File: config.mk
export PLATFORM = sky130hd
export DESIGN_NAME = e2q_cordic_stage
export DESIGN_NICKNAME = d
export VERILOG_FILES = /design/src/rtl/core/e2q_pkg.sv /design/src/rtl/core/e2q_cordic_stage.sv
export SDC_FILE = /design/constraint.sdc
export NUM_CORES = 2
export LEC_CHECK = 0
export BUFFER_PORTS_ARGS = -buffer_cell sky130_fd_sc_hd__buf_2
export CAP_MARGIN = 20
export CORE_UTILIZATION = 40
export CTS_BUF_LIST = sky130_fd_sc_hd__clkbuf_16
export DETAILED_ROUTE_END_ITERATION = 7
export PLACE_DENSITY_LB_ADDON = 0.25
export SKIP_LAST_GASP = 1
export SLEW_MARGIN = 20
export SYNTH_ARGS = -nofsm -noshare
export SYNTH_HDL_FRONTEND = slang
export SYNTH_SLANG_ARGS = --single-unit
File: constraint.sdc
create_clock -name clk_i -period 11.61 [get_ports clk_i]
set_clock_uncertainty 0.1 [all_clocks]
set_input_delay 2.322 -clock clk_i [delete_from_list [all_inputs] [get_ports clk_i]]
set_output_delay 2.322 -clock clk_i [all_outputs]
set_load 0.02 [all_outputs]
File: src/rtl/core/e2q_pkg.sv
`default_nettype none
package e2q_pkg;
  localparam int AngleWidth  = 16;
  localparam int ResultWidth = 16;
  localparam int CordicSteps = 16;
  localparam int Qf          = 30;
  localparam int AngleFrac   = AngleWidth - 3;
  localparam int ResFrac     = ResultWidth - 2;
  // Q30 working width: |x|,|y| <= ~1.65, |z| < 2
  localparam int CW          = 33;

  typedef logic signed [AngleWidth-1:0]  angle_t;
  typedef logic signed [ResultWidth-1:0] result_t;
  typedef logic signed [CW-1:0]          cval_t;
  typedef logic [$clog2(CordicSteps)-1:0] step_t;

  // pi in Q30, rounded to the input format
  localparam longint PiQ30 = 64'sd3373259426;
  localparam angle_t PiIn =
    angle_t'((PiQ30 + (64'sd1 <<< (Qf - AngleFrac - 1))) >>> (Qf - AngleFrac));
  localparam logic signed [CW-1:0] CordicGain = 33'sd652032874;

  typedef struct packed {
    cval_t s;
    cval_t c;
  } sincos_t;

  function automatic cval_t atan_q30(input int i);
    cval_t r;
    r = '0;
    unique case (i)
      0: r = 33'sd843314856;  1: r = 33'sd497837829;
      2: r = 33'sd263043836;  3: r = 33'sd133525158;
      4: r = 33'sd66967392;   5: r = 33'sd33539419;
      6: r = 33'sd16775850;   7: r = 33'sd8388437;
      8: r = 33'sd4194282;    9: r = 33'sd2097149;
      10: r = 33'sd1048575;   11: r = 33'sd524287;
      12: r = 33'sd262143;    13: r = 33'sd131071;
      14: r = 33'sd65535;     15: r = 33'sd32767;
      16: r = 33'sd16383;     17: r = 33'sd8191;
      18: r = 33'sd4095;      19: r = 33'sd2047;
      20: r = 33'sd1023;      21: r = 33'sd511;
      22: r = 33'sd255;       23: r = 33'sd127;
      24: r = 33'sd63;        25: r = 33'sd31;
      26: r = 33'sd15;        27: r = 33'sd7;
      28: r = 33'sd3;         29: r = 33'sd1;
      default: r = '0;
    endcase
    return r;
  endfunction

  // Q30 product, rounded half up
  function automatic cval_t qmul(input cval_t a, input cval_t b);
    logic signed [2*CW-1:0] p;
    p = 66'(a) * 66'(b) + (66'sd1 <<< (Qf - 1));
    return cval_t'(p >>> Qf);
  endfunction
endpackage
`default_nettype wire

File: src/rtl/core/e2q_cordic_stage.sv
`default_nettype none
// One CORDIC micro-rotation for three angles, registered.
// step_i is tied to the stage index.
module e2q_cordic_stage (
  input  wire                  clk_i,
  input  wire                  en_i,
  input  e2q_pkg::step_t       step_i,
  input  e2q_pkg::cval_t [2:0] x_i,
  input  e2q_pkg::cval_t [2:0] y_i,
  input  e2q_pkg::cval_t [2:0] z_i,
  output e2q_pkg::cval_t [2:0] x_o,
  output e2q_pkg::cval_t [2:0] y_o,
  output e2q_pkg::cval_t [2:0] z_o
);
  import e2q_pkg::*;
  cval_t [2:0] x_d, y_d, z_d, x_q, y_q, z_q;

  always_comb begin
    for (int a = 0; a < 3; a++) begin
      if (!z_i[a][CW-1]) begin
        x_d[a] = x_i[a] - (y_i[a] >>> step_i);
        y_d[a] = y_i[a] + (x_i[a] >>> step_i);
        z_d[a] = z_i[a] - atan_q30(int'(step_i));
      end else begin
        x_d[a] = x_i[a] + (y_i[a] >>> step_i);
        y_d[a] = y_i[a] - (x_i[a] >>> step_i);
        z_d[a] = z_i[a] + atan_q30(int'(step_i));
      end
    end
  end

  always_ff @(posedge clk_i) begin
    if (en_i) begin
      x_q <= x_d;
      y_q <= y_d;
      z_q <= z_d;
    end
  end

  assign x_o = x_q;
  assign y_o = y_q;
  assign z_o = z_q;
endmodule
`default_nettype wire

# Word-level counts from Yosys, hierarchy flattened
# Memory sizes are Yosys's and may differ from the RTL's.
# Index checks and enable logic that the tools add are counted.
op_classes:
  add_sub_neg: 18
  n_shift: 6
  muxes: 15
ops:
  columns: ["cell", "count"]
  rows:
  - ["$mux W33", 15]
  - ["$add A33 B33 Y33", 9]
  - ["$sub A33 B33 Y33", 9]
  - ["$sshr A33 B4 Y33", 6]
word_totals:
  ff_bits: 297
  rom_bits: 2880
  inputBits: 303
  out_inout_bits: 297
  word_cells: 54
  memories: 6
mem_list:
  columns: ["memory", "depth", "word_bits", "rd", "rd_ports_with_merged_regs", "wr", "line_no", "source"]
  rows:
  - ["(name not given)", 16, 30, 1, 0, 0, "e2q_pkg.sv:31", "unique case (i)"]
  - ["(name not given)", 16, 30, 1, 0, 0, "e2q_pkg.sv:31", null]
  - ["(name not given)", 16, 30, 1, 0, 0, "e2q_pkg.sv:31", null]
  - ["(name not given)", 16, 30, 1, 0, 0, "e2q_pkg.sv:31", null]
  - ["(name not given)", 16, 30, 1, 0, 0, "e2q_pkg.sv:31", null]
  - ["(name not given)", 16, 30, 1, 0, 0, "e2q_pkg.sv:31", null]

# Longest topological paths before layout
# An unclocked memory read counts as a cell.
logic_depth:
  word_depth: 4
  mapped_depth: 32

# Least setup slack after synthesis
# Ideal clock, no wire load.
synth_path:
  kind: "input -> register"
  startpoint: "input step_i[1]"
  endpoint: "register z_q, in the netlist z_o[28] (data pin)"
  setup_ps: 259
  arrival_ps: 8010
  setup_slack_ps: 3240
  path_stages: 25
  path_buffers: 6
  path_cell_list: "buf_2 -> inv_1 -> buf_2 -> buf_2 -> buf_2 -> buf_2 -> buf_1 -> ha_1 -> a211oi_1 -> and3_1 -> and3_1 -> nor2_1 -> mux2_2 -> ha_1 -> a21o_1 -> nor3_1 -> o21ai_0 -> a41oi_1 -> o21bai_1 -> a41oi_1 -> o22ai_1 -> a2111oi_0 -> nor2_1 -> a31oi_1 -> xnor2_1"
synth_lines:
  columns: ["item", "line_no", "source"]
  rows:
  - ["start: declaration", "e2q_cordic_stage.sv:7", "input e2q_pkg::step_t step_i,"]
  - ["end signal: assignment", "e2q_cordic_stage.sv:36", "z_q <= z_d;"]
  - ["end: declaration", "e2q_cordic_stage.sv:16", "cval_t [2:0] x_d, y_d, z_d, x_q, y_q, z_q;"]

==> flow_summary.yaml <==
synth:
  synth_compound_area_share_pct: 17.7
  yosysSeqAreaShare_pct: 23.6
  postSynthAreaPerCell_um2: 9.38
  synth_nets: 4649
  synth_cells: 4029
  synth_area_mm2: 0.0378
  synth_mux_area_share_pct: 18.6
  synth_top_family_by_area: "multiplexers"
  synth_enable_flop_cells: 297
  synthAdderAreaFrac_pct: 10.7
  async_flop_share_pct: 0
  synth_xor_xnor_area_share_pct: 11.8
  synth_cell_type_count: 101
  synth_seq_cells: 297
  synthFlopType: "edfxtp_1"
  synth_warnings: 0
  synth-simple-area-share_pct: 13.9
pwr:
  p_seq_share_pct: 27.3
  combPwrFrac_pct: 53.2
  clkPwrFrac_pct: 19.5
  p_total_mw: 6.23
  p_int_mw: 3.61
  ir_worst_vdd_v: 0.000122
  powerDensity_mw_per_mm2: 145
  switching_share_pct: 42.1
  p_sw_mw: 2.62
  power_leakage_nw: 18.1
clock_tree:
  clk_pin_slew_ns: 0.06
  cts_tree: "done"
  h-tree-depth: 2
  numCtsBuffers: 39
  cts_root_buf: "clkbuf_16"
  cts_setup_buffers: 0
  clock_sinks: 297
  cts_max_path_buffers: 3
  ctsResizeCount: 0
  postCtsHoldBufs: 0
finish:
  fin_cells: 5812
  final_cell_mix: "593 x buf_2, 377 x a21oi_1, 355 x nand2_1"
  multi_input_area_mm2: 0.0275
  final_nets: 5139
  nFillCells: 9082
  regArea_mm2: 0.00892
  synthToLayoutAreaGrowth_pct: 13.8
  final_common_cell: "buf_2"
  drive_above_1_share_pct: 22.6
die:
  die_h_um: 309
  core_area_mm2: 0.0935
  start_util_pct: 40.4
  dieArea_mm2: 0.0957
  chipWidth_um: 309
  ios: 600
  placementRows: 112
place:
  placedCellCount: 5732
  dp_hpwl_um: 105000
  portBuffers: 599
  pre_cts_ws_ns: 2.37
  gp_congestion: 0.928
job:
  cap_viol_max_count: 0
timing:
  setup_tns_ns: 0
  tightest_slew_ns: 1.15
  fin_ws_ns: 2.90
  hold_ws_ns: 1.94
  slew_headroom_pct: 22.7
  setup_viol: 0
  finalMaxSlewViolations: 0
  max_freq_mhz: 115
  rsz0062_at_grt: "false"
  finalHoldViolations: 0
  fin_crit_ns: 8.71
  min_period_over_period_pct: 75.0
global_routing:
  groute.usage.overall_pct: 26.9
  grt_pass1_vias: 32700
  grt_pass1_wl_um: 197000
  grt_max_degree: 141
  antenna_found_initial: 17
  grt_remaining_overflow: 0
routing:
  drc: 0
  avgViaCountPerCell: 5.87
  first_pass_iters: 6
  ant_nets: 0
  vias: 34100
  dr.first_iter.drc_count: 3261
  wl_per_cell_um: 22.8
  drt-total-wl_um: 133000
min_path:
  worstHoldPathType: "primary input to flip-flop"
setup_path:
  cp_max_fo: 105
  crit_type: "primary input to flip-flop"
  cp-end-kind: "flip-flop"
  required_ns: 11.85
  arrival_ns: 8.95
  critPathLaunchType: "primary input"
status:
  status: "finished clean"
[synth_stat cells (75+ instances only)]
cell type | count | area, um2
nand2_1 | 355 | 1330
ha_1 | 308 | 3850
o21ai_0 | 206 | 1030
a21oi_1 | 377 | 1890
inv_1 | 109 | 409
xor2_1 | 171 | 1500
edfxtp_1 | 297 | 8920
mux4_2 | 207 | 4660
mux2_2 | 75 | 845
nor2_1 | 344 | 1290
xnor2_1 | 338 | 2960
mux2i_1 | 129 | 1290
a21o_1 | 129 | 968
[worst max-delay path, cell delays in order]
cell	delay [ns]
clkbuf_8	0.58
buf_4	0.69
mux4_2	0.46
mux2i_1	0.24
mux2_2	0.27
nand2_1	0.07
nor4_1	0.46
and3b_1	0.33
and2_1	0.20
nor2_1	0.06
xnor2_1	0.16
ha_1	0.35
and3_1	0.23
a221oi_1	0.34
o21a_1	0.20
nand2_1	0.05
a41oi_1	0.30
o31ai_1	0.21
a41o_1	0.32
o41a_1	0.36
a31o_2	0.26
a21oi_1	0.16
xnor2_1	0.08
[registers in the layout (all words and copies together) (netlist names)]
register	flops
x_o	99
y_o	99
z_o	99
[final timing paths]
path,startpoint,depth (start not counted),endpoint,slack (ns)
worst max-delay path,step_i[1],23,x_o[31]$_DFFE_PP_,2.90
worst min-delay path,z_i[66],2,z_o[66]$_DFFE_PP_,1.94
[logic make-up (layout without fill, tap and decap cells)]
family / Yosys count / in the layout
compound gates: 1075 / 1075
xor+xnor: 509 / 509
fa+ha+maj: 317 / 317
buf+inv: 295 / 812
flops: 297 / 297
mux: 421 / 421
other cells: 0 / 12
simple gates: 1115 / 1115
[layer usage]
layer | track usage, % | part of all wire [%] | up-vias
met4 | 10.3 | 3.8 | 10
met1 | 34.1 | 41 | 16300
li1 | - | - | 16200
met5 | 0 | 0.053 | -
met2 | 45.6 | 48 | 1430
met3 | 4.60 | 7.5 | 228
[power groups by stage]
stage	registers (mW)	clock network (mW)	logic, mW
after global placement	1.72	0	3.28
after CTS	1.71	1.24	3.30
after detailed placement	1.72	0	3.28
final	1.70	1.21	3.32
after floorplan	2.08	0	1.93
after global routing	1.73	1.28	3.60
[metrics by stage]
| step | utilization (%) | area (um2) |
|---|---|---|
| after CTS | 46.0 | 43000 |
| after detailed placement | 44.6 | 41700 |
| after global placement | 44.6 | 41700 |
| after floorplan | - | 37800 |
| after global routing | 46.0 | 43000 |
| final | 46.0 | 43000 |
[final cells by class]
class / instances / area share (%)
clock inverter: 28 / 0.570
clock buffer: 40 / 2.33
multi-input combinational: 3437 / 63.9
sequential: 297 / 20.7
inverter: 113 / 1.00
antenna: 12 / 0.0699
timing repair buffer: 631 / 7.70
tap: 1254 / 3.65
Power figures use the tool's default switching activity.
